==> src/rtl/idll_pkg.sv <==
// ----------------------------------------------------------------------------
// idll_pkg
// Types and fixed constants shared by the linked list controller, datapath
// and checker.
// ----------------------------------------------------------------------------
`default_nettype none

package idll_pkg;

	localparam int OP_W     = 3;
	localparam int POS_W    = 10;
	localparam int DATA_W   = 32;
	localparam int STATUS_W = 2;
	localparam int LINK_W   = 10;
	localparam int COUNT_W  = 10;

	typedef enum logic [OP_W-1:0] {
		OP_GET    = 3'd0,
		OP_NEXT   = 3'd1,
		OP_PREV   = 3'd2,
		OP_INSERT = 3'd3,
		OP_DELETE = 3'd4
	} op_t;

	typedef enum logic [STATUS_W-1:0] {
		ST_OK       = 2'd0,
		ST_FULL     = 2'd1,
		ST_SENTINEL = 2'd2
	} status_t;

	typedef enum logic [1:0] {
		S_IDLE,
		S_EXEC,
		S_LINK,
		S_EMIT
	} state_t;

	// controller -> datapath
	typedef struct packed {
		logic load;  // beat accepted, launch table reads
		logic exec;  // read data back, first write pass
		logic link;  // second write pass
		logic emit;  // move result into the output register
	} cmd_t;

	// datapath -> controller
	typedef struct packed {
		logic need_link;
	} dp_stat_t;

endpackage

`default_nettype wire

==> src/rtl/idll_ctrl.sv <==
// ----------------------------------------------------------------------------
// idll_ctrl
// Sequencer for one operation at a time: read, write passes, result
// handoff, and the output valid flag.
// ----------------------------------------------------------------------------
`default_nettype none

module idll_ctrl (
	input  wire logic                 clk,
	input  wire logic                 arst_n,
	input  wire logic                 in_valid,
	output logic                      in_stall,
	output logic                      out_valid,
	input  wire logic                 out_stall,
	input  wire idll_pkg::dp_stat_t   stat,
	output idll_pkg::cmd_t            cmd
);

	idll_pkg::state_t state_q;
	idll_pkg::state_t state_nxt;
	logic             out_valid_q;
	logic             out_free;
	logic             can_take;
	logic             accept;

	assign out_free = !out_valid_q || !out_stall;
	assign can_take = (state_q == idll_pkg::S_IDLE) ||
	                  ((state_q == idll_pkg::S_EMIT) && out_free);
	assign accept   = in_valid && can_take;

	always_comb begin
		state_nxt = state_q;
		case (state_q)
			idll_pkg::S_IDLE: begin
				if (accept) state_nxt = idll_pkg::S_EXEC;
			end
			idll_pkg::S_EXEC: begin
				state_nxt = stat.need_link ? idll_pkg::S_LINK : idll_pkg::S_EMIT;
			end
			idll_pkg::S_LINK: begin
				state_nxt = idll_pkg::S_EMIT;
			end
			idll_pkg::S_EMIT: begin
				// hold until the output register frees up
				if (out_free) state_nxt = accept ? idll_pkg::S_EXEC : idll_pkg::S_IDLE;
			end
			default: begin
				state_nxt = idll_pkg::S_IDLE;
			end
		endcase
	end

	always_comb begin
		in_stall = !can_take;
		cmd.load = accept;
		cmd.exec = (state_q == idll_pkg::S_EXEC);
		cmd.link = (state_q == idll_pkg::S_LINK);
		cmd.emit = (state_q == idll_pkg::S_EMIT) && out_free;
	end

	always_ff @(posedge clk or negedge arst_n) begin
		if (!arst_n) begin
			state_q     <= idll_pkg::S_IDLE;
			out_valid_q <= 1'b0;
		end else begin
			state_q <= state_nxt;
			if (cmd.emit) begin
				out_valid_q <= 1'b1;
			end else if (!out_stall) begin
				out_valid_q <= 1'b0;
			end
		end
	end

	assign out_valid = out_valid_q;

endmodule

`default_nettype wire

==> config.mk <==
export PLATFORM = sky130hd
export DESIGN_NAME = idll_ctrl
export DESIGN_NICKNAME = d
export VERILOG_FILES = /design/src/rtl/idll_pkg.sv /design/src/rtl/idll_ctrl.sv
export SDC_FILE = /design/constraint.sdc
export NUM_CORES = 1
export LEC_CHECK = 0
export ABC_CLOCK_PERIOD_IN_PS = 1940
export BUFFER_PORTS_ARGS = -buffer_cell sky130_fd_sc_hd__buf_2
export CELL_PAD_IN_SITES_DETAIL_PLACEMENT = 1
export CELL_PAD_IN_SITES_GLOBAL_PLACEMENT = 2
export CORE_AREA = 5 5 42 44
export DETAILED_ROUTE_END_ITERATION = 7
export DIE_AREA = 0 0 47 49
export HOLD_SLACK_MARGIN = 0.08
export PLACE_DENSITY_LB_ADDON = 0.1
export SYNTH_ARGS = -nofsm -noshare
export SYNTH_HDL_FRONTEND = slang
export SYNTH_SLANG_ARGS = --single-unit
==> constraint.sdc <==
create_clock -name clk -period 1.94 [get_ports clk]
set_input_delay 0.388 -clock clk [delete_from_list [all_inputs] [get_ports clk]]
set_output_delay 0.388 -clock clk [all_outputs]
set_load 0.01 [all_outputs]
==> metrics.txt, run 1 <==
Net Sw Power 247 uW; pin count of the biggest net entering global routing 6; area grow syn2layout 37.6%; Routed met1 length 195 um; Clock Latency Late Sink 0.23 ns; io pins 11; storage element area 75.1 um^2; DR vias/cell 3.94; CTS tree built; DP HPWL 490 um; DIE WIDTH 47 um; Cell variety after synth 16; htree depth 1; Clock Power Share 17.4%; HP Class in2async; Iter 0 DRT Violations 0; total CTS buffers 3; clock sinks 3; register area share after synthesis 28.6%; f_max 585 MHz; relative max-transition margin 86.3%; average wire per standard cell 10.1 um; Critical Path Sink Type output port; clk slew on worst S/H paths 0.03 ns; status completed; post-cts sizing count 0; WL met3 38 um; diode count 0; Post-Syn Nets 34; combinational share of power 60.0%; die area 2300 um^2; crit path cell chain inv_1 -> ha_1 -> a21oi_1 -> nor2b_1 -> buf_2; TritonRoute pass-1 iters 1; Multi-input gate area 169 um^2; port buffer count 10; endpoints failing hold 0; FP Rows 14; routed vias 213; Syn Inst Count 24; placed cells 49; Placer Congestion 0.652; pre-CTS worst setup slack 0.442 ns; share of cells above drive strength 1 42.1%; slowest library cell on the worst path dfrtp_1; Worst Path Required 1.55 ns; Worst Slack Setup Final 0.230 ns; Slew @ Worst Pin 0.204 ns; RSZ-0062 raised after global routing false; clk buf depth 2; Startpoint Class flop; Finished Cell Area 362 um^2; cell internal pwr 357 uW; minimum clock period 1.71 ns; Fillers 175; Starting Density 18.8%; Synth warnings 0; crit-path max cell delay 0.39 ns; Die Y-Extent 49 um; switching part of the total power 40.9%; Lkg Pwr 0.000189 uW; vias in the first global route 229; final setup vio count 0; Seq cells post-synth 3; number of routed nets with antenna violations 0; worst vdd ir 0.000399 V; initial antenna violation count 0; Tot Pwr 604 uW; DRC viols 0; DP Area 325 um^2; sequential power share 22.6%; GRT Total Usage 5.77%; crit path max fanout 4; CP arrival 1.32 ns; CP startpoint state_q[0]$_DFFE_PN0P_; Final Non-Filler Cells 54; Core Area 1400 um^2; Met2 Wirelength 315 um; pwr/cell area 1670 nW/um^2; root buffer cell clkbuf_4; Final nets 49; maxcap violations 0; Synth Cell Area 263 um^2; total gr overflow 0; Routed WL 548 um; first-pass GRT wire length 938 um; hold_buf cts 1; Mean Syn Cell Area 10.9 um^2; CP Class reg2out; post-route clock period utilization 88.1%; top sig layer met3; Post-CTS Setup Inserts 0; skew final 0.000517 ns; worst r2r src state_q[0]$_DFFE_PN0P_; final slew viol count 0; sum of negative setup slack 0 ns
area by class of cell:
class | instances | area share [%]
timing repair buffer | 11 | 16.6
inverter | 3 | 3.11
tap | 16 | 5.54
clock buffer | 4 | 7.27
multi-input combinational | 17 | 46.7
sequential | 3 | 20.8
cells by family (layout without fill, tap and decap cells):
kind of cell	Yosys count	after routing	share of synthesized area [%]
and+or+nand+nor	6	6	15.2
adders and majority gates	5	5	23.8
AOI/OAI and AO/OA	5	5	19.5
buffers and inverters	4	18	7.14
DFF	3	3	28.6
muxes	1	1	5.71
synth_stat cells:
cell type | n | area (um^2)
mux2_4 | 1 | 15.0
nor2b_4 | 1 | 13.8
a31oi_4 | 1 | 21.3
inv_1 | 3 | 11.3
buf_4 | 1 | 7.51
o2bb2ai_1 | 1 | 8.76
a21oi_1 | 1 | 5.00
nand2b_1 | 1 | 6.26
dfrtp_1 | 3 | 75.1
a211oi_1 | 1 | 7.51
nand2_1 | 1 | 3.75
and2_1 | 1 | 6.26
a2bb2oi_1 | 1 | 8.76
ha_1 | 5 | 62.6
nor2_1 | 1 | 3.75
nor2b_1 | 1 | 6.26
metal layers:
| layer | track usage [%] | up-vias |
|---|---|---|
| met5 | 0 | - |
| met1 | 5.93 | 99 |
| met4 | 5.53 | 0 |
| li1 | - | 109 |
| met3 | 1.11 | 0 |
| met2 | 9.05 | 5 |
path summary, 6_finish.rpt:
path                                          end  slack, ns  cells past startpoint
min in group clk            out_valid$_DFFE_PN0P_       0.50                      3
min reg2reg                state_q[1]$_DFFE_PN0P_       0.59                      1
max in group asynchronous   out_valid$_DFFE_PN0P_       1.35                      2
max                                        cmd[3]       0.23                      5
max reg2reg                state_q[1]$_DFFE_PN0P_       0.45                      5
min                        state_q[1]$_DFFE_PN0P_       0.49                      2
state kept, by name (all words and copies together) (netlist names):
register	flops
out_valid	1
state_q	2
metrics by stage:
stage / util, % / hold WS [ns]
floorplan: - / 0.0924
global placement: 23.2 / 0.184
detailed placement: 23.2 / 0.185
CTS: 25.8 / 0.482
global route: 25.8 / 0.505
finish: 25.8 / 0.485
critical path: cells and delay by family (launching register included):
| family | cells | cell delay [ns] |
|---|---|---|
| simple gates | 1 | 0.06 |
| flops | 1 | 0.39 |
| fa+ha+maj | 1 | 0.24 |
| compound gates | 1 | 0.17 |
| buf+inv | 2 | 0.23 |
layout by cell type (no fill, tap or decap):
cell            n
a211oi_1        1
a21oi_1         1
a2bb2oi_1       1
a31oi_4         1
and2_1          1
buf_2          10
clkbuf_1        1
clkbuf_4        3
dfrtp_1         3
dlygate4sd3_1   1
ha_1            5
inv_1           3
mux2_4          1
nand2_1         1
nand2b_1        1
nor2_1          1
nor2b_1         1
nor2b_4         1
o2bb2ai_1       1
power by group through the flow:
stage	combinational, uW	sequential [uW]	clock [uW]
after global placement	367	137	0
final	362	137	105
after CTS	374	139	110
after floorplan	269	134	0
after global routing	409	146	112
after detailed placement	372	140	0
(Power assumes the default switching activity.)
==> inputs of run 2 (changes only) <==
--- a/config.mk
+++ b/config.mk
@@ -6,13 +6,14 @@
 export NUM_CORES = 1
 export LEC_CHECK = 0
 export ABC_CLOCK_PERIOD_IN_PS = 1940
-export BUFFER_PORTS_ARGS = -buffer_cell sky130_fd_sc_hd__buf_2
 export CELL_PAD_IN_SITES_DETAIL_PLACEMENT = 1
 export CELL_PAD_IN_SITES_GLOBAL_PLACEMENT = 2
 export CORE_AREA = 5 5 42 44
 export DETAILED_ROUTE_END_ITERATION = 7
 export DIE_AREA = 0 0 47 49
+export DONT_BUFFER_PORTS = 1
 export HOLD_SLACK_MARGIN = 0.08
+export MAX_ROUTING_LAYER = met4
 export PLACE_DENSITY_LB_ADDON = 0.1
 export SYNTH_ARGS = -nofsm -noshare
 export SYNTH_HDL_FRONTEND = slang
==> run 2 against run 1 <==
  * Critical path depth decreased by 1
  * Core utilization decreased by 3.0 points
  * Sequential share of layout area rose by 2.8 points
  * Largest power group unchanged
  * Hold slack got worse by 0.12 ns
  * Clock skew increased by 0.0061 ns
  * Die area unchanged
  * Clock power increased by 8%
  * Highest routed layer unchanged
  * Sequential power up 4%
  * Final cell count down 17%
  * Critical path type unchanged
  * Combinational power down 10%
  * First-iteration DRC count up 2
  * Power decreased by 4.0%
==> metrics.txt, run 2 (synthesis gave the netlist of run 1 again) <==
status completed; Post-CTS Setup Inserts 0; FP Rows 14; clock sinks 3; final setup vio count 0; commonest non-fill, non-tap cell in the layout ha_1; final slew viol count 0; max reg flops 2; share of cells above drive strength 1 24.1%; vias in the first global route 214; crit-path max cell delay 0.39 ns; total CTS buffers 3; TritonRoute pass-1 iters 2; crit path max fanout 4; first-pass GRT wire length 972 um; Routed WL 601 um; Net Sw Power 246 uW; CTS tree built; R2R setup slack 0.46 ns; combinational share of power 55.9%; sequential power share 24.5%; clk buf depth 2; Final Non-Filler Cells 45; total gr overflow 0; CP arrival 1.28 ns; average wire per standard cell 13.4 um; crit path cell chain inv_1 -> ha_1 -> a21oi_1 -> buf_4; Core Area 1400 um^2; worst r2r src state_q[0]$_DFFE_PN0P_; most frequent cells in the layout 5 x ha_1, 3 x inv_1, 3 x clkbuf_4, 3 x dfrtp_1; slowest library cell on the worst path dfrtp_1; clk slew on worst S/H paths 0.04 ns; sum of negative setup slack 0 ns; post-route clock period utilization 86.2%; DRC viols 0; Slew @ Worst Pin 0.227 ns; port buffer count 0; R2R cell count 5; Worst path top cell family by delay flip-flops; DP HPWL 488 um; Finished Cell Area 319 um^2; HP Class in2reg; f_max 598 MHz; endpoints failing hold 0; Placer Congestion 0.650; Biggest register state_q; pwr/cell area 1820 nW/um^2; diode count 0; DIE WIDTH 47 um; reg2reg end state_q[1]$_DFFE_PN0P_; DR vias/cell 4.24; Final nets 40; cell internal pwr 335 uW; post-cts sizing count 0; hold_buf cts 1; initial antenna violation count 0; CP Class reg2out; die area 2300 um^2; skew final 0.00662 ns; Die Y-Extent 49 um; switching part of the total power 42.3%; root buffer cell clkbuf_4; Iter 0 DRT Violations 2; worst hold start out_stall; Buffers & Inverters on Critical Path 2; Clock Power Share 19.6%; minimum clock period 1.67 ns; pin count of the biggest net entering global routing 6; routed vias 191; area grow syn2layout 21.4%; hold worst-path end out_valid$_DFFE_PN0P_; maxcap violations 0; Critical Path Sink Type output port; Starting Density 18.8%; Worst Path Required 1.55 ns; RSZ-0062 raised after global routing false; relative max-transition margin 84.8%; DP Area 283 um^2; worst vdd ir 0.000290 V; htree depth 1; Fillers 163; GRT Total Usage 6.07%; Startpoint Class flop; io pins 11; Hold Path Depth 2; number of routed nets with antenna violations 0; Tot Pwr 580 uW; Lkg Pwr 0.000151 uW; Clock Latency Late Sink 0.24 ns; placed cells 40
==> run 2: through the flow <==
stage / hold WS (ns) / setup slack [ns] / utilization (%)
5_1_grt: 0.379 / 0.166 / 22.8
3_5_place_dp: 0.0925 / 0.441 / 20.2
3_3_place_gp: 0.0925 / 0.452 / 20.2
2_1_floorplan: 0.0924 / 0.412 / -
6_report: 0.362 / 0.267 / 22.8
4_1_cts: 0.376 / 0.232 / 22.8
==> run 2: final cells by class <==
cell class                 instances  area (um^2)  share of cell area, %
clock buffer                       4         26.3                   8.24
inverter                           3         11.3                   3.53
multi-input combinational         17          169                   52.9
sequential                         3         75.1                   23.5
tap                               16         20.0                   6.27
timing repair buffer               2         17.5                   5.49
==> run 2: power by group through the flow <==
| stage | clock (uW) | sequential (uW) | combinational (uW) |
|---|---|---|---|
| floorplan | 0 | 134 | 269 |
| global placement | 0 | 147 | 331 |
| detailed placement | 0 | 146 | 333 |
| CTS | 112 | 145 | 336 |
| global route | 125 | 150 | 358 |
| finish | 113 | 142 | 325 |
==> run 2: worst register-to-register path: stages (launching register included) <==
cell     delay [ns]
dfrtp_1        0.39
inv_1          0.10
ha_1           0.24
nor2b_4        0.15
a31oi_4        0.17
mux2_4         0.31
==> run 2: worst max path at each step <==
stage,from,to,slack [ns],cells after the start
2_1_floorplan,state_q[0]$_DFFE_PN0P_,cmd[3],0.41,4
3_3_place_gp,state_q[0]$_DFFE_PN0P_,state_q[1]$_DFFE_PN0P_,0.45,5
3_5_place_dp,state_q[0]$_DFFE_PN0P_,state_q[1]$_DFFE_PN0P_,0.44,5
4_1_cts,state_q[0]$_DFFE_PN0P_,in_stall,0.23,4
5_1_grt,state_q[0]$_DFFE_PN0P_,in_stall,0.17,4
6_report,state_q[0]$_DFFE_PN0P_,in_stall,0.27,4
==> run 2: layer usage <==
metal	track usage, %	wire (um)	vias up
li1	-	-	89
met1	5.73	183	95
met2	10.4	359	7
met3	2.21	58	0
met4	2.76	0	0
met5	-	0	-
